--- config.mk ---
export PLATFORM = sky130hd
export DESIGN_NAME = led_scanner_effect
export DESIGN_NICKNAME = d
export VERILOG_FILES = /design/src/rtl/lse_pkg.sv /design/src/rtl/lse_ctrl.sv /design/src/rtl/lse_datapath.sv /design/src/rtl/led_scanner_effect.sv
export SDC_FILE = /design/constraint.sdc
export NUM_CORES = 1
export LEC_CHECK = 0
export BUFFER_PORTS_ARGS = -buffer_cell sky130_fd_sc_hd__buf_2
export CAP_MARGIN = 20
export CORE_ASPECT_RATIO = 0.6
export CORE_UTILIZATION = 50
export CTS_CLUSTER_DIAMETER = 150
export CTS_CLUSTER_SIZE = 8
export DETAILED_ROUTE_END_ITERATION = 12
export PLACE_DENSITY_LB_ADDON = 0.12
export SLEW_MARGIN = 0
export SYNTH_ARGS = -nofsm -noshare
export SYNTH_HDL_FRONTEND = slang
export SYNTH_SLANG_ARGS = --single-unit
--- constraint.sdc ---
create_clock -name i_clk -period 6.4 [get_ports i_clk]
set_input_delay 0.32 -clock i_clk [delete_from_list [all_inputs] [get_ports i_clk]]
set_output_delay 0.32 -clock i_clk [all_outputs]
set_load 0.01 [all_outputs]
--- src/rtl/lse_pkg.sv ---
// Shared types and constants of the LED scanner effect.
// No dependencies; used by lse_ctrl, lse_datapath and led_scanner_effect.
package lse_pkg;

    // Item command codes
    typedef enum logic [1:0] {
        CMD_TICK   = 2'd0,
        CMD_RENDER = 2'd1,
        CMD_START  = 2'd2,
        CMD_STOP   = 2'd3
    } t_cmd;

    // Configuration register indexes
    localparam logic [1:0] CFG_CYCLE_TIME = 2'd0;
    localparam logic [1:0] CFG_TAIL_LEDS  = 2'd1;
    localparam logic [1:0] CFG_LED_COUNT  = 2'd2;

    // Configuration reset values
    localparam logic [15:0] RST_CYCLE_TIME = 16'd3000;
    localparam logic [7:0]  RST_TAIL_LEDS  = 8'd15;
    localparam logic [10:0] RST_LED_COUNT  = 11'd0;

    // Largest strip the render path maps onto
    localparam logic [10:0] MAX_LEDS = 11'd1024;

    // Phase scale: 1.0 in Q1.16
    localparam logic [16:0] PHASE_ONE = 17'h10000;

    // Controller states
    typedef enum logic [3:0] {
        S_IDLE,
        S_DECODE,
        S_TICK_DIV,
        S_TICK_UPD,
        S_REN_MUL,
        S_REN_DIST,
        S_REN_CHK,
        S_REN_DIV,
        S_REN_FIN,
        S_EMIT
    } t_state;

    // Controller to datapath commands
    typedef struct packed {
        logic latch;       // capture the input item
        logic clear_out;   // zero the result fields
        logic apply_ctl;   // start or stop
        logic tick_init;   // load the divider with the step division
        logic tick_upd;    // move and reflect the phase
        logic ren_mul;     // position = phase * (n - 1)
        logic ren_dist;    // head compare and distance
        logic head_set;    // mark the head LED
        logic ren_div_init;// load the divider with the tail ratio
        logic div_step;    // one quotient bit
        logic ren_fin;     // take the tail level
        logic emit;        // present the result
    } t_dp_cmd;

    // Datapath to controller status
    typedef struct packed {
        t_cmd cmd;
        logic running;
        logic ct_zero;
        logic step_sat;
        logic render_ok;
        logic head_hit;
        logic in_tail;
        logic div_last;
    } t_dp_stat;

endpackage

--- src/rtl/lse_ctrl.sv ---
// Sequencer of the LED scanner effect: walks each item through the datapath.
// Depends on lse_pkg.
module lse_ctrl (
    input  logic              i_clk,
    input  logic              i_rst_n,
    input  logic              i_start,
    input  lse_pkg::t_dp_stat i_stat,
    output lse_pkg::t_dp_cmd  o_cmd,
    output logic              o_busy
);

    lse_pkg::t_state r_state;
    lse_pkg::t_state n_state;

    // Hold the state
    always_ff @(posedge i_clk) begin
        if (!i_rst_n) begin
            r_state <= lse_pkg::S_IDLE;
        end else begin
            r_state <= n_state;
        end
    end

    // Decide the next state and the datapath commands
    always_comb begin
        n_state = r_state;
        o_cmd   = '0;
        o_busy  = 1'b1;
        case (r_state)
            lse_pkg::S_IDLE: begin
                o_busy = 1'b0;
                if (i_start) begin
                    o_cmd.latch = 1'b1;
                    n_state     = lse_pkg::S_DECODE;
                end
            end
            lse_pkg::S_DECODE: begin
                o_cmd.clear_out = 1'b1;
                case (i_stat.cmd)
                    lse_pkg::CMD_TICK: begin
                        if (!i_stat.running || i_stat.ct_zero) begin
                            n_state = lse_pkg::S_EMIT;
                        end else begin
                            o_cmd.tick_init = 1'b1;
                            n_state = i_stat.step_sat ? lse_pkg::S_TICK_UPD
                                                      : lse_pkg::S_TICK_DIV;
                        end
                    end
                    lse_pkg::CMD_RENDER: begin
                        n_state = i_stat.render_ok ? lse_pkg::S_REN_MUL
                                                   : lse_pkg::S_EMIT;
                    end
                    default: begin
                        o_cmd.apply_ctl = 1'b1;
                        n_state         = lse_pkg::S_EMIT;
                    end
                endcase
            end
            lse_pkg::S_TICK_DIV: begin
                o_cmd.div_step = 1'b1;
                if (i_stat.div_last) begin
                    n_state = lse_pkg::S_TICK_UPD;
                end
            end
            lse_pkg::S_TICK_UPD: begin
                o_cmd.tick_upd = 1'b1;
                n_state        = lse_pkg::S_EMIT;
            end
            lse_pkg::S_REN_MUL: begin
                o_cmd.ren_mul = 1'b1;
                n_state       = lse_pkg::S_REN_DIST;
            end
            lse_pkg::S_REN_DIST: begin
                o_cmd.ren_dist = 1'b1;
                n_state        = lse_pkg::S_REN_CHK;
            end
            lse_pkg::S_REN_CHK: begin
                if (i_stat.head_hit) begin
                    o_cmd.head_set = 1'b1;
                    n_state        = lse_pkg::S_EMIT;
                end else if (i_stat.in_tail) begin
                    o_cmd.ren_div_init = 1'b1;
                    n_state            = lse_pkg::S_REN_DIV;
                end else begin
                    n_state = lse_pkg::S_EMIT;
                end
            end
            lse_pkg::S_REN_DIV: begin
                o_cmd.div_step = 1'b1;
                if (i_stat.div_last) begin
                    n_state = lse_pkg::S_REN_FIN;
                end
            end
            lse_pkg::S_REN_FIN: begin
                o_cmd.ren_fin = 1'b1;
                n_state       = lse_pkg::S_EMIT;
            end
            lse_pkg::S_EMIT: begin
                o_cmd.emit = 1'b1;
                n_state    = lse_pkg::S_IDLE;
            end
            default: begin
                n_state = lse_pkg::S_IDLE;
            end
        endcase
    end

endmodule

--- src/rtl/lse_datapath.sv ---
// Datapath of the LED scanner effect: configuration, phase state, position
// multiplier and a shared restoring divider. Depends on lse_pkg.
module lse_datapath (
    input  logic              i_clk,
    input  logic              i_rst_n,
    input  logic              i_cfg_we,
    input  logic [1:0]        i_cfg_index,
    input  logic [15:0]       i_cfg_data,
    input  logic [1:0]        i_command,
    input  logic [15:0]       i_elapsed_ms,
    input  logic [9:0]        i_led_index,
    input  lse_pkg::t_dp_cmd  i_cmd,
    output lse_pkg::t_dp_stat o_stat,
    output logic [7:0]        o_red_level,
    output logic              o_drawn,
    output logic              o_is_head,
    output logic              o_valid
);

    // Configuration
    logic [15:0] r_cycle_time;
    logic [7:0]  r_tail_leds;
    logic [10:0] r_led_count;

    // Effect state
    logic [16:0] r_phase;
    logic        r_fwd;
    logic        r_running;

    // Latched item
    lse_pkg::t_cmd r_item_cmd;
    logic [15:0]   r_elapsed;
    logic [9:0]    r_idx;

    // Render intermediates
    logic [26:0] r_pos;
    logic [26:0] r_dist;
    logic        r_head_hit;

    // Divider
    logic [31:0] r_rem;
    logic [30:0] r_dvs;
    logic [15:0] r_quo;
    logic [3:0]  r_cnt;
    logic        r_step_sat;

    // Result
    logic [7:0] r_red;
    logic       r_drawn;
    logic       r_is_head;
    logic       r_valid;

    // Combinational helpers
    logic [10:0] n_leds;
    logic [9:0]  n_leds_m1;
    logic [26:0] n_pos;
    logic [26:0] n_head_sum;
    logic [26:0] n_here;
    logic [26:0] n_dist;
    logic [26:0] n_span;
    logic        n_in_tail;
    logic [23:0] n_tail_left;
    logic [31:0] n_tail_num;
    logic        n_div_ge;
    logic [16:0] n_step;
    logic [17:0] n_fsum;
    logic [17:0] n_bdiff;
    logic [17:0] n_fref;
    logic [17:0] n_bneg;

    // Clamp the strip length
    assign n_leds    = (r_led_count > lse_pkg::MAX_LEDS) ? lse_pkg::MAX_LEDS : r_led_count;
    assign n_leds_m1 = 10'(n_leds - 11'd1);

    // Position and distance
    assign n_pos      = 27'(r_phase) * 27'(n_leds_m1);
    assign n_head_sum = r_pos + 27'd32768;
    assign n_here     = {1'b0, r_idx, 16'b0};
    assign n_dist     = (n_here > r_pos) ? (n_here - r_pos) : (r_pos - n_here);
    assign n_span     = {3'b0, r_tail_leds, 16'b0};
    assign n_in_tail  = (r_tail_leds != 8'd0) && (r_dist <= n_span);

    // Tail numerator 255 * (span - d)
    assign n_tail_left = 24'(n_span - r_dist);
    assign n_tail_num  = {n_tail_left, 8'b0} - {8'b0, n_tail_left};

    // Divider compare
    assign n_div_ge = (r_rem >= {1'b0, r_dvs});

    // Phase move with reflection at both ends
    assign n_step  = r_step_sat ? lse_pkg::PHASE_ONE : {1'b0, r_quo};
    assign n_fsum  = {1'b0, r_phase} + {1'b0, n_step};
    assign n_bdiff = {1'b0, r_phase} - {1'b0, n_step};
    assign n_fref  = 18'h20000 - n_fsum;
    assign n_bneg  = 18'd0 - n_bdiff;

    // Status to the controller
    always_comb begin
        o_stat.cmd       = r_item_cmd;
        o_stat.running   = r_running;
        o_stat.ct_zero   = (r_cycle_time == 16'd0);
        o_stat.step_sat  = (r_elapsed >= r_cycle_time);
        o_stat.render_ok = r_running && (n_leds >= 11'd2) && ({1'b0, r_idx} < n_leds);
        o_stat.head_hit  = r_head_hit;
        o_stat.in_tail   = n_in_tail;
        o_stat.div_last  = (r_cnt == 4'd0);
    end

    // Write configuration registers
    always_ff @(posedge i_clk) begin
        if (!i_rst_n) begin
            r_cycle_time <= lse_pkg::RST_CYCLE_TIME;
            r_tail_leds  <= lse_pkg::RST_TAIL_LEDS;
            r_led_count  <= lse_pkg::RST_LED_COUNT;
        end else if (i_cfg_we) begin
            case (i_cfg_index)
                lse_pkg::CFG_CYCLE_TIME: r_cycle_time <= i_cfg_data;
                lse_pkg::CFG_TAIL_LEDS:  r_tail_leds  <= i_cfg_data[7:0];
                lse_pkg::CFG_LED_COUNT:  r_led_count  <= i_cfg_data[10:0];
                default: begin
                end
            endcase
        end
    end

    // Update the effect state: start, stop and tick
    always_ff @(posedge i_clk) begin
        if (!i_rst_n) begin
            r_phase   <= '0;
            r_fwd     <= 1'b1;
            r_running <= 1'b0;
        end else begin
            if (i_cmd.apply_ctl) begin
                if (r_item_cmd == lse_pkg::CMD_START) begin
                    if (!r_running) begin
                        r_running <= 1'b1;
                        r_phase   <= '0;
                        r_fwd     <= 1'b1;
                    end
                end else begin
                    r_running <= 1'b0;
                end
            end
            if (i_cmd.tick_upd) begin
                if (r_fwd) begin
                    if (n_fsum >= {1'b0, lse_pkg::PHASE_ONE}) begin
                        r_phase <= n_fref[16:0];
                        r_fwd   <= 1'b0;
                    end else begin
                        r_phase <= n_fsum[16:0];
                    end
                end else begin
                    if (n_bdiff[17] || (n_bdiff == 18'd0)) begin
                        r_phase <= n_bneg[16:0];
                        r_fwd   <= 1'b1;
                    end else begin
                        r_phase <= n_bdiff[16:0];
                    end
                end
            end
        end
    end

    // Capture the item and the render intermediates
    always_ff @(posedge i_clk) begin
        if (i_cmd.latch) begin
            r_item_cmd <= lse_pkg::t_cmd'(i_command);
            r_elapsed  <= i_elapsed_ms;
            r_idx      <= i_led_index;
        end
        if (i_cmd.ren_mul) begin
            r_pos <= n_pos;
        end
        if (i_cmd.ren_dist) begin
            r_dist     <= n_dist;
            r_head_hit <= (n_head_sum[26:16] == {1'b0, r_idx});
        end
    end

    // Shared restoring divider, one quotient bit per cycle
    always_ff @(posedge i_clk) begin
        if (i_cmd.tick_init) begin
            r_rem      <= {r_elapsed, 16'b0};
            r_dvs      <= {r_cycle_time, 15'b0};
            r_quo      <= '0;
            r_cnt      <= 4'd15;
            r_step_sat <= (r_elapsed >= r_cycle_time);
        end else if (i_cmd.ren_div_init) begin
            r_rem <= n_tail_num;
            r_dvs <= {r_tail_leds, 23'b0};
            r_quo <= '0;
            r_cnt <= 4'd7;
        end else if (i_cmd.div_step) begin
            if (n_div_ge) begin
                r_rem <= r_rem - {1'b0, r_dvs};
            end
            r_quo <= {r_quo[14:0], n_div_ge};
            r_dvs <= {1'b0, r_dvs[30:1]};
            r_cnt <= r_cnt - 4'd1;
        end
    end

    // Build the result fields
    always_ff @(posedge i_clk) begin
        if (i_cmd.clear_out) begin
            r_red     <= '0;
            r_drawn   <= 1'b0;
            r_is_head <= 1'b0;
        end else begin
            if (i_cmd.ren_mul) begin
                r_drawn <= 1'b1;
            end
            if (i_cmd.head_set) begin
                r_red     <= 8'd255;
                r_is_head <= 1'b1;
            end
            if (i_cmd.ren_fin) begin
                r_red <= r_quo[7:0];
            end
        end
    end

    // Strobe the result for one cycle
    always_ff @(posedge i_clk) begin
        if (!i_rst_n) begin
            r_valid <= 1'b0;
        end else begin
            r_valid <= i_cmd.emit;
        end
    end

    assign o_red_level = r_red;
    assign o_drawn     = r_drawn;
    assign o_is_head   = r_is_head;
    assign o_valid     = r_valid;

endmodule

--- src/rtl/led_scanner_effect.sv ---
// Top level of the LED scanner effect: controller plus datapath.
// Depends on lse_pkg, lse_ctrl and lse_datapath.
//
//  channel   direction  handshake               payload
//  item      in         i_start & !o_busy       i_command, i_elapsed_ms, i_led_index
//  result    out        o_valid (one cycle)     o_red_level, o_drawn, o_is_head
//  config    in         i_cfg_we                i_cfg_index, i_cfg_data
//
// One item at a time. A tick that divides and a tail LED take longer to strobe
// their result than start and stop, since both pass through the shared restoring
// divider, one quotient bit per cycle.
// o_busy falls in the cycle of the strobe, so the next item may be taken then.
// Synchronous active-low reset clears the controller, configuration and state.
// The receiver cannot stall; every result is taken in its strobe cycle.
module led_scanner_effect (
    input  logic        i_clk,
    input  logic        i_rst_n,
    input  logic        i_cfg_we,
    input  logic [1:0]  i_cfg_index,
    input  logic [15:0] i_cfg_data,
    input  logic        i_start,
    output logic        o_busy,
    input  logic [1:0]  i_command,
    input  logic [15:0] i_elapsed_ms,
    input  logic [9:0]  i_led_index,
    output logic        o_valid,
    output logic [7:0]  o_red_level,
    output logic        o_drawn,
    output logic        o_is_head
);

    lse_pkg::t_dp_cmd  w_cmd;
    lse_pkg::t_dp_stat w_stat;

    // Sequence each item
    lse_ctrl u_ctrl (
        .i_clk   (i_clk),
        .i_rst_n (i_rst_n),
        .i_start (i_start),
        .i_stat  (w_stat),
        .o_cmd   (w_cmd),
        .o_busy  (o_busy)
    );

    // Compute phase, position and levels
    lse_datapath u_datapath (
        .i_clk        (i_clk),
        .i_rst_n      (i_rst_n),
        .i_cfg_we     (i_cfg_we),
        .i_cfg_index  (i_cfg_index),
        .i_cfg_data   (i_cfg_data),
        .i_command    (i_command),
        .i_elapsed_ms (i_elapsed_ms),
        .i_led_index  (i_led_index),
        .i_cmd        (w_cmd),
        .o_stat       (w_stat),
        .o_red_level  (o_red_level),
        .o_drawn      (o_drawn),
        .o_is_head    (o_is_head),
        .o_valid      (o_valid)
    );

endmodule

# After elaboration in Yosys (flattened, before gate mapping)
# Index checks and enable logic that the tools add are counted.
dict set report op_classes {
  bitwise_logic 0
  reduce_logical 31
  div_mod_pow 0
  eq_ne 18
  add_sub_neg 12
  order_cmp 8
  muxes 56
  shift 0
  mul 1
}
# cell n
set op_table {}
lappend op_table {{17-bit two-way mux} 8}
lappend op_table {{32-bit two-way mux} 4}
lappend op_table {{31-bit two-way mux} 3}
lappend op_table {{4-bit two-way mux} 9}
lappend op_table {{1-bit by 17-bit subtractor with 17-bit output (first input constant)} 2}
lappend op_table {{32-bit by 31-bit greater-or-equal comparator with 1-bit output} 1}
lappend op_table {{4-bit one-hot mux with 8 select lines} 1}
lappend op_table {{32-bit by 24-bit subtractor with 32-bit output} 1}
lappend op_table {{32-bit by 31-bit subtractor with 32-bit output} 1}
lappend op_table {{27-bit by 16-bit adder with 27-bit output (second input constant)} 1}
lappend op_table {{26-bit by 27-bit > comparator with 1-bit output} 1}
lappend op_table {{27-bit by 24-bit <= comparator with 1-bit output} 1}
lappend op_table {{17-bit by 10-bit multiplier with 27-bit output} 1}
lappend op_table {{27-bit two-way mux} 1}
lappend op_table {{26-bit by 27-bit subtractor with 27-bit output} 1}
lappend op_table {{27-bit by 26-bit subtractor with 27-bit output} 1}
lappend op_table {{1-bit two-way mux} 24}
lappend op_table {{24-bit subtractor} 1}
lappend op_table {{17-bit by 17-bit adder with 18-bit output} 1}
lappend op_table {{18-bit by 17-bit greater-or-equal comparator with 1-bit output (second input constant)} 1}
lappend op_table {{18-bit zero test} 1}
lappend op_table {{17-bit by 17-bit subtractor with 18-bit output} 1}
lappend op_table {{4-bit by 3-bit == test with 1-bit output (second input constant)} 4}
lappend op_table {{16-bit greater-or-equal comparator} 1}
lappend op_table {{30 further kinds} 55}
dict set report word_totals {
  latch_bits 0
  out_inout_bits 12
  elab_cells 151
  reg_bits 236
  mem_bits_ro 0
  n_memories 0
  input_bits 50
  mem_bits_rw 0
}

# Longest topological paths before layout
dict set report logic_depth {
  depth_word 9
  mapped_depth 30
  mapped_depth_nobuf 27
}

# Modules after synthesis
# Synthesis repeated with hierarchy kept, for this count alone.
dict set report hier_totals {
  cells_unflattened 2640
  area_unflattened_um2 22860.7
}
# module cells_each seq_area_each_um2 n_inst area_per_inst_um2
set modules_own_cells {}
lappend modules_own_cells {lse_datapath 2580 5805.6 1 22410.2}
lappend modules_own_cells {lse_ctrl 60 80.1 1 450.4}

# Worst setup path before layout
# OpenSTA, ideal clock, no wires.
dict set report synth_timing {
  kind {flip-flop to flip-flop}
  start {register u_datapath.r_led_count[10]}
  end {register u_datapath.r_pos[25] (data pin)}
  required_ns 6.142
  synth_period_minus_slack_ns 6.825
  arrival_time_ns 6.567
  setup_slack_ns -0.425
  n_path_buf 4
  path_stages_with_launch 26
  setup_ns 0.258
  cell_sequence {dfxtp_1 > nand2b_1 > clkbuf_1 > clkbuf_1 > ha_1 > nand3_1 > nand3b_1 > xor2_1 > clkbuf_1 > nand2_1 > fa_1 > fa_1 > fa_1 > fa_1 > inv_1 > fa_1 > ha_1 > clkbuf_1 > and4_1 > nand3_1 > a31oi_1 > o211ai_1 > and3_1 > o31ai_1 > a31oi_1 > xnor2_1}
}
dict set report synth_between {
  elab_chain_len 4
}
# item line
set synth_rtl {}
lappend synth_rtl {{from (decl)} lse_datapath.sv:23} ;# logic [10:0] r_led_count;
lappend synth_rtl {{from (signal assigned)} lse_datapath.sv:114} ;# r_led_count <= lse_pkg::RST_LED_COUNT;
lappend synth_rtl {{from (signal assigned)} lse_datapath.sv:119} ;# lse_pkg::CFG_LED_COUNT: r_led_count <= i_cfg_data[10:0];
lappend synth_rtl {{11-bit > comparator} lse_datapath.sv:72} ;# assign n_leds = (r_led_count > lse_pkg::MAX_LEDS) ? lse_pkg::MAX_LEDS : r_led_count;
lappend synth_rtl {{11-bit two-way mux} lse_datapath.sv:72}
lappend synth_rtl {{10-bit by 1-bit subtractor with 10-bit output} lse_datapath.sv:73} ;# assign n_leds_m1 = 10'(n_leds - 11'd1);
lappend synth_rtl {{17-bit by 10-bit multiplier with 27-bit output} lse_datapath.sv:76} ;# assign n_pos = 27'(r_phase) * 27'(n_leds_m1);
lappend synth_rtl {{via u_datapath.n_pos[25]} lse_datapath.sv:56} ;# logic [26:0] n_pos;
lappend synth_rtl {{to (signal assigned)} lse_datapath.sv:172} ;# r_pos <= n_pos;
lappend synth_rtl {{to (decl)} lse_datapath.sv:36} ;# logic [26:0] r_pos;
# The timed path passes the listed nets, and every way through them passes these cells.
# A chain may end at the register's enable or synchronous reset.

# Worst setup path in the final report
dict set report layout_timing {
  start {register u_datapath.r_led_count[3]}
  end {register u_datapath.r_pos[23] (data pin)}
}
dict set report layout_between {
  elab_chain_len 4
}
# item line
set layout_rtl {}
lappend layout_rtl {{11-bit > comparator} lse_datapath.sv:72}
lappend layout_rtl {{11-bit two-way mux (*)} lse_datapath.sv:72}
lappend layout_rtl {{10-bit by 1-bit subtractor with 10-bit output (*)} lse_datapath.sv:73}
lappend layout_rtl {{17-bit by 10-bit multiplier with 27-bit output (*)} lse_datapath.sv:76}
lappend layout_rtl {{via u_datapath.n_pos[23]} lse_datapath.sv:56}
# Mark *: on every way through the listed nets, which the timed path passes. The rest lies on a longest branch.

==> flow_summary_export.csv <==
group,metric,value,unit
drt,routedWlPerCell,21.0,um
pwr,power_frac_seq,39.2,%
timing,final_hold_viol_count,0,
worst_hold_path,hold_path_class,"input port to flop",
cells_and_area,num-fill-cells,4033,
die,die_area,0.0469,sq mm
die,die_h,168,um
synth,syn_avg_cell_area,8.56,sq um
cells_and_area,drive_above_1_share,10.2,%
synth,yosysWarningCount,0,
timing,fin_crit,6.34,ns
clock_network,cts_buffers,35,
timing,setup_viol,0,
flow_run,drv_cap,0,
synth,async_flop_share,0,%
drt,wl,72000,um
synth,syn_area,0.0230,sq mm
drt,wl_met3,7300,um
placed_design,dpl_worst_slack,-0.277,ns
critical_path,critical_path_class,"flop to flop",
critical_path,reg2reg_depth,24,
timing,finalMaxSlewViolations,0,
die,fp-row-count,60,
drt,dr_total_vias,20300,
pwr,combPwrFrac,19.7,%
timing,skew,0.0300,ns
grt,grt_use_total,30.4,%
drt,dr_wl_met2,27900,um
timing,clock.fmax,158,MHz
die,design.core.area,0.0451,sq mm
synth,seq_area_frac_synth,25.6,%
grt,grt_max_degree,46,
critical_path,path_buf_inv,4,
drt,first_iter_violations,2142,
timing,worst_pin_slew,0.918,ns
critical_path,cpPeakStageDelay,0.56,ns
synth,synthFlopType,"dfxtp_1",
timing,finalCritPeriodShare,99.1,%
drt,routed.top_layer,"met5",
synth,synth-edff-count,116,
critical_path,cp_cell_sequence,"nor4_4, buf_4, nor2b_4, nor3b_2, xnor2_1, nand2b_1, buf_6, nand2_1, fa_1, fa_1, fa_1, fa_1, inv_1, fa_1, ha_4, a21oi_1, nor2b_1, a41oi_2, a31oi_4, o211ai_1, and3_4, o31ai_4, buf_4, xor2_1",
clock_network,cts_tree,"yes",
timing,final.setup.tns,0,ns
critical_path,crit_family,"adder cells",
cells_and_area,fin_nets,3164,
drt,via_per_inst,5.93,
critical_path,cp_slowest_cell,"fa_1",
critical_path,critical_path_arrival,6.60,ns
pwr,power_density,169,mW/mm^2
placed_design,portBuffers,61,
clock_network,cts_root_buf,"clkbuf_16",
critical_path,critPathLaunchType,"flop",
cells_and_area,antennaDiodeCount,0,
cells_and_area,final_cell_mix,"inv_1 (311), nand2_1 (283), ha_1 (200), a21oi_1 (181), nor2_1 (152)",
critical_path,worstPathRequired,6.66,ns
drt,route.detailed.drc,0,
pwr,ir_drop,153,uV
synth,ys_seq_elements,236,
drt,antenna_left,0,
die,io_pins,62,
critical_path,cp.depth,24,
pwr,p_leak,11.9,nW
drt,firstDrtPassIters,6,
grt,grt_first_pass_wirelength,111000,um
critical_path,cp_common_cell,"fa_1",
cells_and_area,final_common_cell,"inv_1",
timing,maxSlewHeadroom,38.0,%
synth,synth_nets,3069,
placed_design,dp_cells,3330,
cells_and_area,multiInputGateArea,0.0158,sq mm
clock_network,path_clk_slew,0.05,ns
pwr,p_sw,1.29,mW
die,start_util,51.0,%
die,fp.dieW,279,um
clock_network,clockBufferDepth,3,
cells_and_area,seqCellArea,0.00589,sq mm
drt,drt-met1-wl,35800,um
pwr,p_sw_share,29.5,%
cells_and_area,stdcell_count,3424,
placed_design,place_congestion,0.995,
critical_path,worstSetupEndpointType,"flop",
clock_network,htree_levels,2,
worst_hold_path,hold_path_depth,1,
clock_network,clk_latency,0.54,ns
clock_network,cts_sinks,236,
pwr,clkPwrFrac,41.1,%
synth,ys_types,89,
critical_path,cp_max_fo,5,
placed_design,dpl.hpwl,56600,um
grt,antenna_found_initial,2,
synth,synthCells,2687,
timing,fin_ws,0.0592,ns
cells_and_area,syn2layout_area_growth,12.7,%
grt,grt_pass1_vias,19300,
status,status,"completed",
pwr,p_int,3.10,mW
grt,grt_overflow,0,
[metal layers]
metal  track usage [%]  vias up
met5                 0        -
met4              4.71        2
met3              7.52       82
met2              41.4      898
met1              48.1     9819
li1                  -     9495
[path summary, 6_finish.rpt]
path | endpoint | slack, ns | start
setup / recovery | u_datapath.r_pos[23] | 0.06 | u_datapath.r_led_count[3]
hold / removal | u_datapath.r_item_cmd[1] | 0.04 | i_command[1]
setup reg to reg | u_datapath.r_pos[23] | 0.06 | u_datapath.r_led_count[3]
hold reg to reg | u_datapath.r_quo[15] | 0.46 | u_datapath.r_quo[15]
[registers in the layout, indices dropped and copies added, names as in the netlist, 2 cells and up]
signal,cells
u_datapath.r_pos,27
u_ctrl.r_state,4
u_datapath.r_cycle_time,16
u_datapath.r_item_cmd,2
u_datapath.r_dvs,31
u_datapath.r_cnt,4
u_datapath.r_idx,10
u_datapath.r_tail_leds,8
u_datapath.r_elapsed,16
u_datapath.o_red_level,8
u_datapath.r_led_count,11
u_datapath.r_rem,32
u_datapath.r_quo,16
u_datapath.r_dist,27
u_datapath.r_phase,17
[area by class of cell]
cell class | instances | area share [%]
flip-flops and latches | 236 | 22.7
inverters | 319 | 4.62
multi-input cells | 2023 | 61.1
clock buffers | 56 | 3.77
repair buffers | 167 | 4.59
well taps | 620 | 2.99
clock inverters | 3 | 0.212
[worst reg2reg max path, cell delays in order (launching register included)]
cell	delay (ns)
dfxtp_2	0.33
nor4_4	0.28
buf_4	0.17
nor2b_4	0.15
nor3b_2	0.18
xnor2_1	0.15
nand2b_1	0.22
buf_6	0.21
nand2_1	0.08
fa_1	0.44
fa_1	0.51
fa_1	0.44
fa_1	0.54
inv_1	0.06
fa_1	0.56
ha_4	0.24
a21oi_1	0.14
nor2b_1	0.08
a41oi_2	0.21
a31oi_4	0.12
o211ai_1	0.30
and3_4	0.27
o31ai_4	0.08
buf_4	0.16
xor2_1	0.15
[cells in the mapped netlist, drive strengths merged (16+ instances only)]
library cell / n / share of area, %
nand3: 41 / 0.89
fa: 122 / 11
xor2: 72 / 2.7
nor3: 50 / 1.1
dfxtp: 120 / 10
nand2: 286 / 4.7
a31oi: 36 / 0.98
nor4: 24 / 0.73
mux2i: 39 / 1.7
ha: 210 / 11
nor2b: 35 / 0.95
inv: 318 / 5.2
and3: 22 / 0.60
or3: 16 / 0.44
o22ai: 21 / 0.57
o211ai: 19 / 0.62
nor2: 155 / 2.6
nand4: 19 / 0.52
o21ai: 95 / 2.1
clkbuf: 92 / 1.5
buf: 17 / 0.41
xnor2: 116 / 4.4
a211oi: 27 / 0.94
o21a: 19 / 0.62
and2: 94 / 2.6
a21o: 70 / 2.3
a21oi: 184 / 4.0
o21bai: 21 / 0.69
edfxtp: 116 / 15
nand2b: 48 / 1.3
[power groups by stage]
stage	registers (mW)	clock network, mW	logic, mW
6_report	1.72	1.80	0.866
2_1_floorplan	1.73	0	0.564
5_1_grt	1.73	1.88	0.937
3_3_place_gp	1.75	0	0.787
4_1_cts	1.72	1.83	0.829
3_5_place_dp	1.75	0	0.806
[stage by stage]
step                power (mW)  instance area, sq um  hold slack, ns  utilization (%)
floorplan                 2.29                 23000           0.419                -
global placement          2.54                 24200           0.449             53.7
detailed placement        2.56                 24200           0.457             53.7
CTS                       4.38                 25600          0.0355             56.7
global route              4.54                 25900          0.0301             57.5
finish                    4.39                 25900          0.0429             57.5
[cell families after synthesis]
| logic type | Yosys count | synth area share, % |
|---|---|---|
| simple gates | 845 | 18.4 |
| compound gates | 614 | 17.8 |
| buf+inv | 428 | 7.13 |
| fa+ha+maj | 332 | 22.1 |
| flops | 236 | 25.6 |
| xor+xnor | 188 | 7.16 |
| mux | 44 | 1.94 |
[repair_timing]
action | CTS | global route
endpoints found under the setup margin | 9 | 12
setup buffers | 1 | 6
hold buffers | 26 | 0
gates resized for setup | 14 | 56
pin swaps | 6 | 38
endpoints found under the hold margin | 26 | 0
Note: power is estimated with default switching activity, not from simulation.
